--- config.mk ---
export PLATFORM = sky130hd
export DESIGN_NAME = packbits_scanline_decoder_top_flat
export DESIGN_NICKNAME = d
export VERILOG_FILES = /design/src/design/pkb_dec_pkg.sv /design/src/design/pkb_dec_in_if.sv /design/src/design/pkb_dec_out_if.sv /design/src/design/pkb_dec_cfg_if.sv /design/src/design/pkb_dec_step.sv /design/src/design/packbits_scanline_decoder_top.sv /design/src/flat_wrapper.sv
export SDC_FILE = /design/constraint.sdc
export NUM_CORES = 1
export LEC_CHECK = 0
export CAP_MARGIN = 20
export CORE_ASPECT_RATIO = 1.1
export CORE_UTILIZATION = 50
export DETAILED_ROUTE_END_ITERATION = 10
export DONT_BUFFER_PORTS = 1
export GPL_TIMING_DRIVEN = 1
export REMOVE_ABC_BUFFERS = 1
export SKIP_LAST_GASP = 1
export SLEW_MARGIN = 20
export SYNTH_ARGS = -nofsm -noshare
export SYNTH_HDL_FRONTEND = slang
export SYNTH_HIERARCHICAL = 1
export SYNTH_SLANG_ARGS = --single-unit
--- constraint.sdc ---
create_clock -name i_clk -period 11.8 [get_ports i_clk]
set_input_delay 1.18 -clock i_clk [delete_from_list [all_inputs] [get_ports i_clk]]
set_output_delay 1.18 -clock i_clk [all_outputs]
set_load 0.01 [all_outputs]
--- src/design/pkb_dec_pkg.sv ---
// PackBits scanline decoder: shared types, widths and constants.
// No dependencies; imported by the interfaces and all modules.

package pkb_dec_pkg;

    localparam int MAX_WIDTH = 16384;
    localparam int POS_LIMIT = 16384;
    localparam int W_CAP     = (MAX_WIDTH > POS_LIMIT) ? POS_LIMIT : MAX_WIDTH;

    localparam int BYTE_W = 8;
    localparam int LEN_W  = 8;
    localparam int SP_W   = 14;
    localparam int POS_W  = 15;
    localparam int LW_W   = 15;

    localparam logic [LW_W-1:0]   LW_RESET = LW_W'(16384);
    localparam logic [POS_W-1:0]  CAP_VAL  = POS_W'(W_CAP);
    localparam logic [BYTE_W-1:0] HDR_NOP  = 8'd128;
    localparam logic [8:0]        REP_BASE = 9'd257;

    typedef enum logic [3:0] {
        PH_DONE    = 4'b0001,
        PH_HEADER  = 4'b0010,
        PH_REPEAT  = 4'b0100,
        PH_LITERAL = 4'b1000
    } t_phase;

    typedef struct packed {
        t_phase             phase;
        logic [LEN_W-1:0]   literal_left;
        logic [LEN_W-1:0]   repeat_count;
        logic [POS_W-1:0]   position;
    } t_state;

    typedef struct packed {
        logic [SP_W-1:0]    start_pos;
        logic [LEN_W-1:0]   run_length;
        logic [BYTE_W-1:0]  pixel_value;
        logic               line_full;
    } t_result;

endpackage

--- src/design/pkb_dec_in_if.sv ---
// Input byte channel: valid/ready plus one compressed byte and line start flag.
// Depends on pkb_dec_pkg.

interface pkb_dec_in_if import pkb_dec_pkg::*; ();
    logic              valid;
    logic              ready;
    logic [BYTE_W-1:0] data_byte;
    logic              line_start;

    modport source (output valid, output data_byte, output line_start, input ready);
    modport sink   (input valid, input data_byte, input line_start, output ready);
endinterface

--- src/design/pkb_dec_out_if.sv ---
// Run descriptor channel: valid/ready plus start position, length, value, line full.
// Depends on pkb_dec_pkg.

interface pkb_dec_out_if import pkb_dec_pkg::*; ();
    logic              valid;
    logic              ready;
    logic [SP_W-1:0]   start_pos;
    logic [LEN_W-1:0]  run_length;
    logic [BYTE_W-1:0] pixel_value;
    logic              line_full;

    modport source (output valid, output start_pos, output run_length,
                    output pixel_value, output line_full, input ready);
    modport sink   (input valid, input start_pos, input run_length,
                    input pixel_value, input line_full, output ready);
endinterface

--- src/design/pkb_dec_cfg_if.sv ---
// Configuration write channel: valid/ready plus line width write data.
// Depends on pkb_dec_pkg.

interface pkb_dec_cfg_if import pkb_dec_pkg::*; ();
    logic            valid;
    logic            ready;
    logic [LW_W-1:0] line_width;

    modport source (output valid, output line_width, input ready);
    modport sink   (input valid, input line_width, output ready);
endinterface

--- src/design/pkb_dec_step.sv ---
// Combinational decode of one byte: next phase/counts/position and run descriptor.
// Depends on pkb_dec_pkg.

module pkb_dec_step
    import pkb_dec_pkg::*;
(
    input  t_state            i_state,
    input  logic [BYTE_W-1:0] i_data_byte,
    input  logic              i_line_start,
    input  logic [LW_W-1:0]   i_line_width,
    output t_state            o_state,
    output logic              o_emit,
    output t_result           o_result
);

    logic [POS_W-1:0] w;
    logic [POS_W-1:0] room;
    logic [POS_W-1:0] new_pos;
    logic [LEN_W-1:0] len;
    logic [LEN_W-1:0] lit_dec;
    logic [8:0]       rep_full;
    t_state           cur;

    always_comb begin
        if (i_line_width > CAP_VAL) begin
            w = CAP_VAL;
        end else if (i_line_width == '0) begin
            w = POS_W'(1);
        end else begin
            w = i_line_width;
        end
    end

    always_comb begin
        cur = i_state;
        if (i_line_start) begin
            cur.phase        = PH_HEADER;
            cur.literal_left = '0;
            cur.repeat_count = '0;
            cur.position     = '0;
        end
    end

    assign room     = w - cur.position;
    assign rep_full = REP_BASE - {1'b0, i_data_byte};
    assign lit_dec  = (cur.literal_left != '0) ? cur.literal_left - LEN_W'(1)
                                                : cur.literal_left;

    always_comb begin
        if (cur.phase == PH_REPEAT) begin
            len = ({7'b0, cur.repeat_count} > room) ? room[LEN_W-1:0] : cur.repeat_count;
        end else begin
            len = LEN_W'(1);
        end
    end

    assign new_pos = cur.position + {7'b0, len};

    always_comb begin
        o_state = cur;
        o_emit  = 1'b0;
        o_result.start_pos   = cur.position[SP_W-1:0];
        o_result.run_length  = len;
        o_result.pixel_value = i_data_byte;
        o_result.line_full   = (new_pos >= w);
        if (cur.phase != PH_DONE) begin
            if (cur.position >= w) begin
                o_state.phase = PH_DONE;
            end else begin
                case (cur.phase)
                    PH_HEADER: begin
                        if (i_data_byte > HDR_NOP) begin
                            o_state.repeat_count = rep_full[LEN_W-1:0];
                            o_state.phase        = PH_REPEAT;
                        end else if (i_data_byte < HDR_NOP) begin
                            o_state.literal_left = i_data_byte + LEN_W'(1);
                            o_state.phase        = PH_LITERAL;
                        end
                    end
                    PH_REPEAT: begin
                        o_emit               = 1'b1;
                        o_state.position     = new_pos;
                        o_state.repeat_count = '0;
                        o_state.phase        = (new_pos >= w) ? PH_DONE : PH_HEADER;
                    end
                    PH_LITERAL: begin
                        o_emit               = 1'b1;
                        o_state.position     = new_pos;
                        o_state.literal_left = lit_dec;
                        if (new_pos >= w) begin
                            o_state.phase = PH_DONE;
                        end else if (lit_dec == '0) begin
                            o_state.phase = PH_HEADER;
                        end
                    end
                    default: begin
                        o_state.phase = PH_DONE;
                    end
                endcase
            end
        end
    end

endmodule

--- src/design/packbits_scanline_decoder_top.sv ---
// PackBits scanline decoder top: input register, decoder state, result register.
// Depends on pkb_dec_pkg, the channel interfaces and pkb_dec_step.
//
//  channel  | dir | payload                                         | handshake
//  i_in     | in  | data_byte[7:0], line_start                      | valid/ready
//  o_out    | out | start_pos[13:0], run_length[7:0], pixel_value, line_full | valid/ready
//  i_cfg    | in  | line_width[14:0]                                | valid/ready
//
// One byte per cycle unless output stalls; descriptors go via input and result registers.
// State updates as a byte leaves the input register; only runs enter the result register.
// Output stall holds the result register and the input register; i_in.ready drops
// only while both are occupied. No clearing pass; config is always ready.
// Reset: synchronous active low; width returns to 16384, line counts as done.

module packbits_scanline_decoder_top
    import pkb_dec_pkg::*;
(
    input  logic          i_clk,
    input  logic          i_rst_n,
    pkb_dec_in_if.sink    i_in,
    pkb_dec_cfg_if.sink   i_cfg,
    pkb_dec_out_if.source o_out
);

    logic              r_in_valid;
    logic [BYTE_W-1:0] r_data_byte;
    logic              r_line_start;
    t_state            r_state;
    t_state            n_state;
    logic [LW_W-1:0]   r_line_width;
    logic              r_out_valid;
    t_result           r_result;
    t_result           n_result;
    logic              n_emit;
    logic              adv;

    assign adv        = !r_out_valid || o_out.ready;
    assign i_in.ready = !r_in_valid || adv;
    assign i_cfg.ready = 1'b1;

    pkb_dec_step u_step (
        .i_state      (r_state),
        .i_data_byte  (r_data_byte),
        .i_line_start (r_line_start),
        .i_line_width (r_line_width),
        .o_state      (n_state),
        .o_emit       (n_emit),
        .o_result     (n_result)
    );

    always_ff @(posedge i_clk) begin
        if (!i_rst_n) begin
            r_in_valid           <= 1'b0;
            r_out_valid          <= 1'b0;
            r_line_width         <= LW_RESET;
            r_state.phase        <= PH_DONE;
            r_state.literal_left <= '0;
            r_state.repeat_count <= '0;
            r_state.position     <= '0;
        end else begin
            if (i_cfg.valid) begin
                r_line_width <= i_cfg.line_width;
            end
            if (i_in.ready) begin
                r_in_valid <= i_in.valid;
            end
            if (adv) begin
                r_out_valid <= r_in_valid && n_emit;
                if (r_in_valid) begin
                    r_state <= n_state;
                end
            end
        end
    end

    always_ff @(posedge i_clk) begin
        if (i_in.valid && i_in.ready) begin
            r_data_byte  <= i_in.data_byte;
            r_line_start <= i_in.line_start;
        end
        if (adv && r_in_valid && n_emit) begin
            r_result <= n_result;
        end
    end

    assign o_out.valid       = r_out_valid;
    assign o_out.start_pos   = r_result.start_pos;
    assign o_out.run_length  = r_result.run_length;
    assign o_out.pixel_value = r_result.pixel_value;
    assign o_out.line_full   = r_result.line_full;

    a_pos_bound: assert property (@(posedge i_clk) disable iff (!i_rst_n)
        r_state.position <= CAP_VAL)
        else $error("position beyond line capacity");

    a_len_nonzero: assert property (@(posedge i_clk) disable iff (!i_rst_n)
        r_out_valid |-> (r_result.run_length != '0))
        else $error("empty run emitted");

    a_full_done: assert property (@(posedge i_clk) disable iff (!i_rst_n)
        (adv && r_in_valid && n_emit && n_result.line_full) |=> (r_state.phase == PH_DONE))
        else $error("line full but decoder not done");

endmodule
--- src/flat_wrapper.sv ---
// flat-port wrapper written by rule: the top's interface ports become plain ports
module packbits_scanline_decoder_top_flat import pkb_dec_pkg::*;
  (i_clk, i_rst_n, i_in_valid, i_in_data_byte, i_in_line_start, i_in_ready, i_cfg_valid, i_cfg_line_width, i_cfg_ready, o_out_valid, o_out_start_pos, o_out_run_length, o_out_pixel_value, o_out_line_full, o_out_ready);
  pkb_dec_in_if i_in_i ();
  pkb_dec_cfg_if i_cfg_i ();
  pkb_dec_out_if o_out_i ();
  input  logic i_clk;
  input  logic i_rst_n;
  input wire logic [$bits(i_in_i.valid)-1:0] i_in_valid;
  input wire logic [$bits(i_in_i.data_byte)-1:0] i_in_data_byte;
  input wire logic [$bits(i_in_i.line_start)-1:0] i_in_line_start;
  output wire logic [$bits(i_in_i.ready)-1:0] i_in_ready;
  input wire logic [$bits(i_cfg_i.valid)-1:0] i_cfg_valid;
  input wire logic [$bits(i_cfg_i.line_width)-1:0] i_cfg_line_width;
  output wire logic [$bits(i_cfg_i.ready)-1:0] i_cfg_ready;
  output wire logic [$bits(o_out_i.valid)-1:0] o_out_valid;
  output wire logic [$bits(o_out_i.start_pos)-1:0] o_out_start_pos;
  output wire logic [$bits(o_out_i.run_length)-1:0] o_out_run_length;
  output wire logic [$bits(o_out_i.pixel_value)-1:0] o_out_pixel_value;
  output wire logic [$bits(o_out_i.line_full)-1:0] o_out_line_full;
  input wire logic [$bits(o_out_i.ready)-1:0] o_out_ready;
  assign i_in_i.valid = i_in_valid;
  assign i_in_i.data_byte = i_in_data_byte;
  assign i_in_i.line_start = i_in_line_start;
  assign i_in_ready = i_in_i.ready;
  assign i_cfg_i.valid = i_cfg_valid;
  assign i_cfg_i.line_width = i_cfg_line_width;
  assign i_cfg_ready = i_cfg_i.ready;
  assign o_out_valid = o_out_i.valid;
  assign o_out_start_pos = o_out_i.start_pos;
  assign o_out_run_length = o_out_i.run_length;
  assign o_out_pixel_value = o_out_i.pixel_value;
  assign o_out_line_full = o_out_i.line_full;
  assign o_out_i.ready = o_out_ready;
  packbits_scanline_decoder_top u_core (.i_clk(i_clk), .i_rst_n(i_rst_n), .i_in(i_in_i), .i_cfg(i_cfg_i), .o_out(o_out_i));
endmodule
==> results.toml <==
[outcome]
status = "complete, no violations"

[die]
fp.dieW_um = 114
rows = 44
ios = 63
start_util_pct = 51.7
die_y_um = 125
core_um2 = 13400
fp.dieArea_um2 = 14300

[placed_design]
hpwl_um = 13600
dp_slack_ns = 3.75
numPortBuffers = 0
gp_congestion = 0.895

[logic_synthesis]
synth_edf_count = 40
netlist_instances = 794
synth_common_cells = "nand2_1 (140), mux2i_1 (57), dfxtp_1 (52), ha_1 (48), inv_1 (48)"
synthArstFlopShare_pct = 0
synth_compound_area_share_pct = 15.0
synth_xor_xnor_area_share_pct = 5.33
synth_flop_cell = "dfxtp_1"
ys_ff_latch = 92
yosysUniqueCellTypes = 81
synth_top_family_by_area = "simple AND/OR/NAND/NOR gates"
yosysTopAreaCell = "edfxtp_1"
avgSynthCellArea_um2 = 8.72
yosysWarnings = 6
yosysSeqAreaShare_pct = 32.4
yosys-top-cells-area = "edfxtp_1 (17%), dfxtp_1 (15%), ha_1 (8.7%), mux2i_1 (8.2%), nand2_1 (7.6%)"
synthSimpleGateAreaFrac_pct = 21.5
synth.most_common_cell = "nand2_1"
synth_mux_area_share_pct = 9.11
synth_top_area_share_pct = 17.4
netlist_area_um2 = 6920
synthAdderAreaFrac_pct = 9.40

[finish]
areaGrowthSynthToFinish_pct = 3.40
nFillCells = 1253
antenna_cells = 0
drive_above_1_share_pct = 6.65
nNetsFinal = 841

[cts]
clockRootBuffer = "clkbuf_16"
cts_made_buffers = 9
cts.clk_slew.worst_paths_ns = 0.08
cts_tree = "done"
htreeDepth = 3
clock_sinks = 92
cts_setup_buffers = 0
holdBufCountCts = 0
cts.path.max_buffers = 2
insertion_delay_ns = 0.36
post_cts_resized = 0

[global_routing]
grt_pass1_vias = 5285
grt_pass1_wl_um = 28100
antenna_found_initial = 0
grt_max_degree = 87
grt-ovfl-total = 0
grt.total_usage_pct = 25.7

[sta]
hold_viol = 0
period_share_pct = 70.2
max_freq_mhz = 121
skew_ns = 0.0121
worstMarginPinSlew_ns = 1.03
postLayoutSetupSlackWorst_ns = 3.52
setup_tns_ns = 0
rsz0062_at_grt = "false"
setup_violations = 0
relSlewSlack_pct = 30.8
slew_violations = 0
period_minus_slack_ns = 8.28

[pwr]
leakagePower_nw = 2.91
power_w = 0.000746
peakVddDrop_uv = 67.7
powerDensity_nw_per_um2 = 104

[detailed_routing]
vias = 5613
drc = 0
antenna_left = 0
viasPerCell = 5.90
routedWlPerCell_um = 19.0
first_iter_violations = 410
firstDrtPassIters = 5
wl_um = 18100

[critical_path]
crit_path_end_kind = "register"
slowest_delay_ns = 0.51
worstSetupStartpointType = "register"
cpMaxStageDelayCell = "fa_1"
critical_path_class = "reg -> reg"
cpLargestDelayFamily = "compound AO/OA/AOI/OAI gates"
worstPathRequired_ns = 12.06
critPathArrivalTime_ns = 8.54
cp.buffers_inverters = 5
critPathMaxFanout = 22

[job]
cap_violations = 0

[worst_hold_path]
hp-class = "reg -> reg"
[power by group]
part           switching, W  internal, W  leakage (nW)
combinational     0.0000658    0.0000427          2.00
clock              0.000140     0.000148         0.138
sequential        0.0000105     0.000338         0.772
[cell usage in the layout (no fill, tap or decap), types with 3 or more instances in the layout]
master | Yosys | final
nand4_1 | 10 | 10
o21ai_0 | 28 | 28
nor2b_1 | 33 | 33
inv_8 | 0 | 3
or2_1 | 3 | 3
o21a_1 | 11 | 11
or3_1 | 4 | 4
inv_1 | 48 | 48
o22ai_1 | 14 | 14
edfxtp_1 | 40 | 40
a31oi_1 | 13 | 13
xor2_1 | 12 | 12
ha_1 | 48 | 48
nor4_1 | 5 | 5
dfxtp_1 | 52 | 52
and3_1 | 4 | 4
o21bai_1 | 3 | 3
o31ai_1 | 3 | 3
a21o_1 | 15 | 15
xnor2_1 | 27 | 27
nor3_1 | 14 | 14
nand3_1 | 14 | 14
clkbuf_16 | 0 | 9
nand2_1 | 140 | 140
or2_2 | 5 | 5
mux2i_1 | 57 | 57
nor2_1 | 40 | 39
a211oi_1 | 5 | 5
a21oi_1 | 33 | 33
nand2b_1 | 4 | 4
[cell families after synthesis]
kind of cell / Yosys count
AND/OR/NAND/NOR: 299
other: 1
adder cells (fa/ha/maj): 51
buffers and inverters: 96
multiplexers: 62
flip-flops: 92
AO/OA/AOI/OAI: 153
XOR/XNOR: 40
[area by class of cell]
cell class	count	area, um^2	share of cell area, %
clock buffer	9	225	3.15
sequential	92	2240	31.3
tap	184	230	3.22
timing repair buffer	2	15.0	0.210
multi-input combinational	606	4190	58.5
clock inverter	7	66.3	0.927
inverter	51	191	2.67
[sequential cells by signal (all words and copies together), names as in the netlist]
| signal | flops |
|---|---|
| u_core/o_out.run_length | 8 |
| u_core/o_out.pixel_value | 8 |
| u_core/r_data_byte | 8 |
| u_core/r_line_start | 1 |
| u_core/o_out.valid | 1 |
| u_core/o_out.line_full | 1 |
| u_core/r_in_valid | 1 |
| u_core/o_out.start_pos | 14 |
| u_core/r_state | 35 |
| u_core/r_line_width | 15 |
[path summary, 6_finish.rpt]
kind                  startpoint                 end  slack, ns  depth (start not counted)
min           u_core/r_state[18]  u_core/r_state[18]       0.46                          2
min reg2reg   u_core/r_state[18]  u_core/r_state[18]       0.46                          2
max reg2reg  u_core/r_line_start  u_core/r_state[31]       3.52                         36
max          u_core/r_line_start  u_core/r_state[31]       3.52                         36
[through the flow]
| step | hold WS [ns] | std cells | cell area [um^2] | utilization (%) |
|---|---|---|---|---|
| 6_report | 0.457 | 951 | 7160 | 53.5 |
| 5_1_grt | 0.479 | 951 | 7160 | 53.5 |
| 4_1_cts | 0.459 | 951 | 7160 | 53.5 |
| 3_5_place_dp | 0.448 | 935 | 6870 | 51.3 |
| 3_3_place_gp | 0.439 | 935 | 6870 | 51.3 |
| 2_1_floorplan | 0.430 | 749 | 6610 | - |
[worst reg2reg max path: cells and delay by family, from the launching register on]
kind                       cells  cell delay, ns
AOI/OAI and AO/OA             15            3.23
and+or+nand+nor                9            1.76
adders and majority gates      5            1.60
buffers and inverters          5            0.80
xor gates and xnor gates       2            0.41
DFF                            1            0.37
[routing by layer]
metal  vias to the layer above  part of all wire [%]  GRT usage (%)
met5                         -                     0              0
met4                         0                   3.5           12.8
met3                        34                   5.3           3.39
met2                       209                    48           41.9
met1                      2654                    44           33.2
li1                       2716                     -              -
Note: power is estimated with default switching activity, not from simulation.
